`config.mk`:
```
export PLATFORM = sky130hd
export DESIGN_NAME = glyph_text_block_generator_top
export DESIGN_NICKNAME = d
export VERILOG_FILES = /design/src/rtl/gtb_pkg.sv /design/src/rtl/gtb_front.sv /design/src/rtl/gtb_emit.sv /design/src/rtl/glyph_text_block_generator_top.sv
export SDC_FILE = /design/constraint.sdc
export NUM_CORES = 1
export LEC_CHECK = 0
export ABC_AREA = 1
export BUFFER_PORTS_ARGS = -buffer_cell sky130_fd_sc_hd__buf_2
export CAP_MARGIN = 0
export CORE_MARGIN = 3
export CORE_UTILIZATION = 58
export CTS_CLUSTER_SIZE = 28
export DETAILED_ROUTE_END_ITERATION = 10
export PLACE_DENSITY = 0.81
export SLEW_MARGIN = 20
export SYNTH_ARGS = -nofsm -noshare
export SYNTH_HDL_FRONTEND = slang
export SYNTH_SLANG_ARGS = --single-unit
export TNS_END_PERCENT = 5
```
`constraint.sdc`:
```
create_clock -name clk -period 6.1 [get_ports clk]
set_input_delay 0 -clock clk [delete_from_list [all_inputs] [get_ports clk]]
set_output_delay 0 -clock clk [all_outputs]
set_load 0.03 [all_outputs]
```
`src/rtl/gtb_pkg.sv`:
```
// gtb_pkg: shared types, op codes, font table and coordinate helpers
// for the glyph text block generator; no dependencies
`default_nettype none

package gtb_pkg;

  localparam int GLYPH_ROWS = 5;
  localparam int GLYPH_COLS = 3;
  localparam int GLYPH_BITS = GLYPH_ROWS * GLYPH_COLS;

  localparam logic OP_BEGIN = 1'b0;
  localparam logic OP_DRAW  = 1'b1;

  typedef struct packed {
    logic               op;
    logic [7:0]         char_code;
    logic signed [15:0] pos_x;
    logic signed [15:0] pos_y;
    logic [31:0]        paint;
    logic [3:0]         magnify;
  } in_item_t;

  typedef struct packed {
    logic signed [15:0] block_x;
    logic signed [15:0] block_y;
    logic [3:0]         block_side;
    logic [31:0]        block_paint;
    logic               last_block;
  } out_item_t;

  // one character's work: lit pixels in raster order, bit 0 first
  typedef struct packed {
    logic [GLYPH_BITS-1:0] mask;
    logic signed [15:0]    base_x;
    logic signed [15:0]    base_y;
    logic [3:0]            side;
    logic [31:0]           paint;
  } job_t;

  // rows top to bottom, leftmost column in the high bit of each row
  function automatic logic [GLYPH_BITS-1:0] font_rows(input logic [7:0] code);
    logic [GLYPH_BITS-1:0] g;
    g = '0;
    case (code)
      8'h30: g = 15'b111_101_101_101_111;
      8'h31: g = 15'b010_110_010_010_111;
      8'h32: g = 15'b111_001_111_100_111;
      8'h33: g = 15'b111_001_111_001_111;
      8'h34: g = 15'b101_101_111_001_001;
      8'h35: g = 15'b111_100_111_001_111;
      8'h36: g = 15'b111_100_111_101_111;
      8'h37: g = 15'b111_001_010_010_010;
      8'h38: g = 15'b111_101_111_101_111;
      8'h39: g = 15'b111_101_111_001_111;
      8'h41: g = 15'b111_101_111_101_101;
      8'h42: g = 15'b110_101_110_101_110;
      8'h43: g = 15'b111_100_100_100_111;
      8'h44: g = 15'b110_101_101_101_110;
      8'h45: g = 15'b111_100_110_100_111;
      8'h46: g = 15'b111_100_110_100_100;
      8'h47: g = 15'b111_100_101_101_111;
      8'h48: g = 15'b101_101_111_101_101;
      8'h49: g = 15'b111_010_010_010_111;
      8'h4a: g = 15'b001_001_001_101_111;
      8'h4b: g = 15'b101_101_110_101_101;
      8'h4c: g = 15'b100_100_100_100_111;
      8'h4d: g = 15'b101_111_111_101_101;
      8'h4e: g = 15'b101_111_111_111_101;
      8'h4f: g = 15'b111_101_101_101_111;
      8'h50: g = 15'b111_101_111_100_100;
      8'h51: g = 15'b111_101_101_111_001;
      8'h52: g = 15'b111_101_110_101_101;
      8'h53: g = 15'b111_100_111_001_111;
      8'h54: g = 15'b111_010_010_010_010;
      8'h55: g = 15'b101_101_101_101_111;
      8'h56: g = 15'b101_101_101_101_010;
      8'h57: g = 15'b101_101_111_111_101;
      8'h58: g = 15'b101_101_010_101_101;
      8'h59: g = 15'b101_101_010_010_010;
      8'h5a: g = 15'b111_001_010_100_111;
      8'h2f: g = 15'b001_001_010_100_100;
      8'h2d: g = 15'b000_000_111_000_000;
      8'h2e: g = 15'b000_000_000_000_010;
      8'h3a: g = 15'b000_010_000_010_000;
      8'h2b: g = 15'b000_010_111_010_000;
      8'h27: g = 15'b010_010_000_000_000;
      default: g = '0;
    endcase
    return g;
  endfunction

  // raster order mask: bit row*3+col set when that pixel is lit
  function automatic logic [GLYPH_BITS-1:0] font_mask(input logic [7:0] code);
    logic [GLYPH_BITS-1:0] g;
    logic [GLYPH_BITS-1:0] m;
    g = font_rows(code);
    for (int i = 0; i < GLYPH_BITS; i++) begin
      m[i] = g[GLYPH_BITS-1-i];
    end
    return m;
  endfunction

  // non-negative offset only, so overflow can only go positive
  function automatic logic signed [15:0] sat_add(input logic signed [15:0] base,
                                                 input logic [6:0] off);
    logic [16:0] sum;
    sum = {base[15], base} + {10'b0, off};
    if (sum[16] != sum[15]) begin
      return 16'sh7fff;
    end
    return sum[15:0];
  endfunction

endpackage

`default_nettype wire

```
`src/rtl/gtb_front.sv`:
```
// gtb_front: string state (cursor, line, paint, scale) and font lookup;
// hands one job per lit character to the emitter; uses gtb_pkg
`default_nettype none

module gtb_front (
  input  wire logic             clk,
  input  wire logic             rst,
  input  wire logic             in_valid,
  output logic                  in_ready,
  input  wire gtb_pkg::in_item_t in_data,
  input  wire logic             emit_free,
  output logic                  load,
  output gtb_pkg::job_t         load_job
);

  logic signed [15:0] cursor_x;
  logic signed [15:0] line_y;
  logic [31:0]        held_paint;
  logic [3:0]         held_scale;
  logic               accept;
  logic [gtb_pkg::GLYPH_BITS-1:0] mask;

  assign in_ready = emit_free;
  assign accept   = in_valid && in_ready;
  assign mask     = gtb_pkg::font_mask(in_data.char_code);
  assign load     = accept && (in_data.op == gtb_pkg::OP_DRAW) && (mask != '0);

  assign load_job.mask   = mask;
  assign load_job.base_x = cursor_x;
  assign load_job.base_y = line_y;
  assign load_job.side   = held_scale;
  assign load_job.paint  = held_paint;

  always_ff @(posedge clk) begin
    if (rst) begin
      cursor_x   <= '0;
      line_y     <= '0;
      held_paint <= '0;
      held_scale <= 4'd1;
    end else if (accept) begin
      if (in_data.op == gtb_pkg::OP_BEGIN) begin
        cursor_x   <= in_data.pos_x;
        line_y     <= in_data.pos_y;
        held_paint <= in_data.paint;
        held_scale <= (in_data.magnify == 4'd0) ? 4'd1 : in_data.magnify;
      end else begin
        cursor_x <= gtb_pkg::sat_add(cursor_x, {1'b0, held_scale, 2'b00});
      end
    end
  end

endmodule

`default_nettype wire

```
`src/rtl/gtb_emit.sv`:
```
// gtb_emit: job register and result register; sends one lit block per
// cycle while the output is not stalled, in raster order, and flags the last; uses gtb_pkg
`default_nettype none

module gtb_emit (
  input  wire logic           clk,
  input  wire logic           rst,
  input  wire logic           load,
  input  wire gtb_pkg::job_t  load_job,
  output logic                emit_free,
  output logic                out_valid,
  input  wire logic           out_ready,
  output gtb_pkg::out_item_t  out_data
);

  logic               work_valid;
  gtb_pkg::job_t      job;
  logic               emit;
  logic               last;
  logic [gtb_pkg::GLYPH_BITS-1:0] rest;
  logic [2:0]         sel_row;
  logic [1:0]         sel_col;
  logic [6:0]         off_x;
  logic [6:0]         off_y;
  gtb_pkg::out_item_t out_next;

  // lowest lit bit comes first
  always_comb begin
    sel_row = '0;
    sel_col = '0;
    for (int r = gtb_pkg::GLYPH_ROWS - 1; r >= 0; r--) begin
      for (int c = gtb_pkg::GLYPH_COLS - 1; c >= 0; c--) begin
        if (job.mask[r*gtb_pkg::GLYPH_COLS + c]) begin
          sel_row = 3'(r);
          sel_col = 2'(c);
        end
      end
    end
  end

  assign rest      = job.mask & (job.mask - 1'b1);
  assign last      = (rest == '0);
  assign emit      = work_valid && (!out_valid || out_ready);
  assign emit_free = !work_valid || (emit && last);

  assign off_x = {5'b0, sel_col} * {3'b0, job.side};
  assign off_y = {4'b0, sel_row} * {3'b0, job.side};

  assign out_next.block_x     = gtb_pkg::sat_add(job.base_x, off_x);
  assign out_next.block_y     = gtb_pkg::sat_add(job.base_y, off_y);
  assign out_next.block_side  = job.side;
  assign out_next.block_paint = job.paint;
  assign out_next.last_block  = last;

  always_ff @(posedge clk) begin
    if (rst) begin
      work_valid <= 1'b0;
    end else if (load) begin
      work_valid <= 1'b1;
    end else if (emit && last) begin
      work_valid <= 1'b0;
    end
  end

  always_ff @(posedge clk) begin
    if (load) begin
      job <= load_job;
    end else if (emit) begin
      job.mask <= rest;
    end
  end

  always_ff @(posedge clk) begin
    if (rst) begin
      out_valid <= 1'b0;
    end else if (emit) begin
      out_valid <= 1'b1;
    end else if (out_ready) begin
      out_valid <= 1'b0;
    end
  end

  always_ff @(posedge clk) begin
    if (emit) begin
      out_data <= out_next;
    end
  end

endmodule

`default_nettype wire

```
`src/rtl/glyph_text_block_generator_top.sv`:
```
// path: the first block of a character is held in the job register, then in the block output register
// throughput: one block per cycle while out_ready holds; a character sends one block per lit pixel,
// a begin, space or unknown character sends none; the output is a single block register
// reset (rst, synchronous): cursor and line at 0, paint 0, scale 1, no work pending
// top level: glyph text block generator; instantiates gtb_front and gtb_emit
// depends on gtb_pkg
`default_nettype none

module glyph_text_block_generator_top (
  input  wire logic               clk,
  input  wire logic               rst,
  input  wire logic               in_valid,
  output logic                    in_ready,
  input  wire gtb_pkg::in_item_t  in_data,
  output logic                    out_valid,
  input  wire logic               out_ready,
  output gtb_pkg::out_item_t      out_data
);

  logic          emit_free;
  logic          load;
  gtb_pkg::job_t load_job;

  gtb_front u_front (
    .clk       (clk),
    .rst       (rst),
    .in_valid  (in_valid),
    .in_ready  (in_ready),
    .in_data   (in_data),
    .emit_free (emit_free),
    .load      (load),
    .load_job  (load_job)
  );

  gtb_emit u_emit (
    .clk       (clk),
    .rst       (rst),
    .load      (load),
    .load_job  (load_job),
    .emit_free (emit_free),
    .out_valid (out_valid),
    .out_ready (out_ready),
    .out_data  (out_data)
  );

endmodule

`default_nettype wire

```
==> reports/summary.log <==
qor: detailed_routing.post-route-drc-count 0
qor: detailed_routing.routed_wire_length_per_instance 16.25 microns
qor: sta.worst-slew-pin-transition 957.0 ps
qor: logic_synthesis.post_synthesis_adder_cell_area_fraction 5.250%
qor: sta.timing.setup.tns 0 ps
qor: sta.worst_hold_slack 40.51 ps
qor: worst_setup_path.rr_startpoint u_emit.job[69]
qor: clock_tree.tritoncts.num_buffers 23
qor: worst_setup_path.worst_path_max_delay_cell sky130_fd_sc_hd__fa_1
qor: outcome.run_status completed
qor: global_routing.grtUsageMet2 46.69%
qor: floorplan.floorplan.die.width 143.8 microns
qor: sta.setup_viol 0
qor: sta.maxSlewViolCount 0
qor: logic_synthesis.synth_xor_xnor_area_share 2.386%
qor: worst_setup_path.timing.setup.critical_path_class register to register
qor: hold_path.worstHoldPathType input pin to register
qor: final_layout.mostFrequentLayoutCell sky130_fd_sc_hd__nand2_1
qor: detailed_routing.num_vias 9,229
qor: sta.timing.final.hold_violations 0
qor: worst_setup_path.critical-path-top-cell-by-count sky130_fd_sc_hd__nand2_1
qor: global_routing.top_usage_layer met2
qor: flow_run.maxCapViolations 0
qor: worst_setup_path.r2r.worst_path.cells 24
qor: power_and_ir_drop.p_per_area 273.4 mW/mm^2
qor: clock_tree.cts-resized-gates 0
qor: final_layout.antennaDiodeCount 0
qor: floorplan.die_height 143.8 microns
qor: worst_setup_path.arrival 5100 ps
qor: floorplan.fp.coreArea 0.01833 sq mm
qor: global_routing.global_route_overflow 0
qor: logic_synthesis.main_combinational_cell_family_by_area_after_synthesis simple AND/OR/NAND/NOR gates
qor: logic_synthesis.synth-seq-cells 222
qor: worst_setup_path.slowest_delay 550 ps
qor: clock_tree.number_of_buffers_between_clock_root_and_the_deepest_sink 3
qor: place.post-dp-hpwl 18,230 microns
qor: sta.unrepaired_setup_endpoints_after_global_routing false
qor: sta.slew_headroom 36.04%
qor: final_layout.drive_above_1_share 16.04%
qor: clock_tree.root_buf_cell sky130_fd_sc_hd__clkbuf_16
qor: global_routing.grt_antenna_before_repair 0
qor: worst_setup_path.critPathLaunchType register
qor: place.gp_congestion 0.9308
qor: detailed_routing.drt_pre_antenna_iters 5
qor: global_routing.met3_usage 3.993%
qor: clock_tree.cts_hold_buffers 72
qor: hold_path.hold_path_startpoint in_data[76]
qor: global_routing.grtUsageMet1 34.74%
qor: logic_synthesis.ys_seq_area_share 54.18%
qor: detailed_routing.starting_drc_count_in_detailed_routing 667
qor: worst_setup_path.cp.required 6330 ps
qor: clock_tree.clock_tree.htree_level_count 1
qor: floorplan.start_util 60.06%
qor: sta.layout_worst_path_cycle_share 79.96%
qor: clock_tree.number_of_sinks_handled_by_clock_tree_synthesis 222
qor: logic_synthesis.complex_gate_fraction_of_the_synthesized_area 7.659%
qor: clock_tree.cts.repair_timing.setup_buffer_count 0
qor: hold_path.hold_path_depth 5
qor: global_routing.grt_max_degree 75
qor: sta.final_critical_delay_including_setup_and_external_delays 4877 ps
qor: logic_synthesis.synthesized_area_fraction_occupied_by_and_or_nand_nor_cells 23.75%
qor: final_layout.nNetsFinal 1,573
qor: sta.finalClockSkew 13.56 ps
qor: logic_synthesis.yosysWarningCount 0
qor: power_and_ir_drop.p_leak 0.005982 uW
qor: clock_tree.cts_tree done
qor: global_routing.global_route.usage.total 26.74%
qor: sta.maxClockFrequency 0.2050 GHz
qor: global_routing.vias_in_the_first_global_route 8,929
qor: detailed_routing.final_antenna_net_count 0
qor: hold_path.min_delay_worst_endpoint u_front.cursor_x[15]
qor: logic_synthesis.average_footprint_of_a_synthesized_cell 8.894 sq um
qor: worst_setup_path.number_of_buffer_and_inverter_instances_along_the_worst_setup_path 4
qor: clock_tree.cts.clk_slew.worst_paths 60 ps
qor: detailed_routing.avgViaCountPerCell 5.448
qor: global_routing.global_route_wire_length_before_repair 44,350 microns
qor: clock_tree.clk_latency 500 ps
qor: logic_synthesis.synth.cell_area 0.01101 sq mm
qor: worst_setup_path.r2r_end u_emit.out_data[39]
qor: worst_setup_path.path_delay_family adder cells
qor: floorplan.io_pins 152
qor: power_and_ir_drop.ir_worst_vdd 0.0002401 V
qor: worst_setup_path.critPathCaptureType register
qor: floorplan.design.die.area 0.02067 sq mm
qor: worst_setup_path.critPathMaxFanout 14
qor: final_layout.synthToLayoutAreaGrowth 21.10%
qor: worst_setup_path.cp_cell_sequence nor2_4 > nand2_2 > nor2_2 > nand2_1 > nor2_1 > nand2_1 > fa_1 > inv_1 > ha_1 > fa_1 > xor2_1 > ha_1 > nand2_1 > inv_1 > a21boi_0 > nor2_1 > o21ai_0 > nor2_1 > nand3_1 > inv_1 > nand3_1 > nand2_1 > inv_1 > nand2_1
qor: worst_setup_path.r2r_slack 1220 ps
qor: logic_synthesis.synth.net_count 1,361
qor: logic_synthesis.synthesis.instances 1,238
qor: floorplan.fp-row-count 49
qor: logic_synthesis.synth.mux.area_fraction 0%
qor: place.numPortBuffers 151
qor: logic_synthesis.ys_types 38
qor: detailed_routing.routed_wl 27,530 microns
qor: final_layout.layout.cells.most_common_list 343 x sky130_fd_sc_hd__nand2_1, 152 x sky130_fd_sc_hd__edfxtp_1, 151 x sky130_fd_sc_hd__buf_2
-- synthesized netlist by cell type --
library cell | count | area [sq um]
sky130_fd_sc_hd__a21boi_0 | 1 | 7.510
sky130_fd_sc_hd__a21boi_2 | 1 | 11.26
sky130_fd_sc_hd__a21oi_1 | 95 | 475.5
sky130_fd_sc_hd__a21oi_2 | 3 | 26.28
sky130_fd_sc_hd__a31oi_1 | 4 | 25.02
sky130_fd_sc_hd__buf_2 | 14 | 70.07
sky130_fd_sc_hd__buf_4 | 6 | 45.04
sky130_fd_sc_hd__buf_6 | 3 | 33.78
sky130_fd_sc_hd__buf_8 | 1 | 15.01
sky130_fd_sc_hd__clkbuf_1 | 19 | 71.32
sky130_fd_sc_hd__dfxtp_1 | 70 | 1401
sky130_fd_sc_hd__edfxtp_1 | 152 | 4564
sky130_fd_sc_hd__fa_1 | 7 | 140.1
sky130_fd_sc_hd__ha_1 | 35 | 437.9
sky130_fd_sc_hd__inv_1 | 132 | 495.5
sky130_fd_sc_hd__inv_2 | 4 | 15.01
sky130_fd_sc_hd__nand2_1 | 343 | 1287
sky130_fd_sc_hd__nand2_2 | 4 | 25.02
sky130_fd_sc_hd__nand3_1 | 100 | 500.5
sky130_fd_sc_hd__nand3_2 | 13 | 130.1
sky130_fd_sc_hd__nand3b_1 | 5 | 37.54
sky130_fd_sc_hd__nand4_1 | 10 | 62.56
sky130_fd_sc_hd__nand4_2 | 1 | 12.51
sky130_fd_sc_hd__nor2_1 | 103 | 386.6
sky130_fd_sc_hd__nor2_2 | 9 | 56.30
sky130_fd_sc_hd__nor2_4 | 2 | 22.52
sky130_fd_sc_hd__nor3_1 | 10 | 50.05
sky130_fd_sc_hd__nor4_1 | 1 | 6.260
sky130_fd_sc_hd__o211ai_1 | 3 | 22.52
sky130_fd_sc_hd__o21ai_0 | 40 | 200.2
sky130_fd_sc_hd__o21ai_1 | 3 | 15.01
sky130_fd_sc_hd__o21bai_1 | 2 | 15.01
sky130_fd_sc_hd__o21bai_2 | 1 | 11.26
sky130_fd_sc_hd__o22ai_1 | 4 | 25.02
sky130_fd_sc_hd__o41ai_1 | 1 | 8.760
sky130_fd_sc_hd__or2_2 | 6 | 37.54
sky130_fd_sc_hd__xnor2_1 | 12 | 105.1
sky130_fd_sc_hd__xor2_1 | 18 | 157.7
-- logic make-up (layout without fill, tap and decap cells) --
kind of cell | after synthesis | in the layout
xor+xnor | 30 | 30
compound gates | 158 | 158
buf+inv | 179 | 406
flops | 222 | 222
simple gates | 607 | 607
fa+ha+maj | 42 | 42
-- how the worst max path moves through the flow --
stage,startpoint,end,slack (ps),cells after the start
2_1_floorplan,u_emit.job[69],u_emit.out_data[41],1740,25
5_1_grt,u_emit.job[69],u_emit.out_data[45],760,23
3_3_place_gp,u_emit.job[69],u_emit.out_data[41],1430,24
6_report,u_emit.job[69],u_emit.out_data[39],1220,24
3_5_place_dp,u_emit.job[69],u_emit.out_data[39],1190,24
4_1_cts,u_emit.job[69],u_emit.out_data[39],1190,24
-- cell type report --
class	count	area, sq um
tap	229	286.5
inverter	136	510.5
sequential	222	5966
clock buffer	31	615.6
fill	1353	4997
clock inverter	9	96.34
multi-input combinational	837	4318
timing repair buffer	230	1541
-- registers in the layout, summed over array words and instances (netlist names) --
signal / cells
u_emit.out_data: 69
u_front.cursor_x: 16
u_front.line_y: 16
u_emit.out_valid: 1
u_emit.job: 83
u_emit.work_valid: 1
u_front.held_paint: 32
u_front.held_scale: 4
-- where the power goes --
group	total, uW	internal, uW	switching, uW	leakage, uW
Clock	1340	791	546	0.000348
Combinational	539	188	351	0.00361
Sequential	1770	1720	50.7	0.00202
-- metrics by stage --
step	utilization (%)	setup WS (ps)	power (uW)	area, sq um	cells
global placement	64.79	1432	2277	11880	1581
finish	72.74	1223	3645	13330	1694
CTS	72.63	1187	3651	13310	1693
floorplan	-	1742	2144	11010	1238
detailed placement	64.81	1193	2290	11880	1581
global route	72.74	756.8	3795	13330	1694
-- worst min-delay path, delay by kind of cell --
| family | cells | cell delay [ps] |
|---|---|---|
| compound gates | 1 | 50 |
| simple gates | 3 | 200 |
| buf+inv | 1 | 220 |
-- routing by layer --
layer  share of wire [%]  vias to the layer above
met2                  50                      364
met1                  40                     4285
met3                 6.6                       57
met5                   0                        -
li1                    -                     4523
met4                 2.8                        0
(Power assumes the default switching activity.)
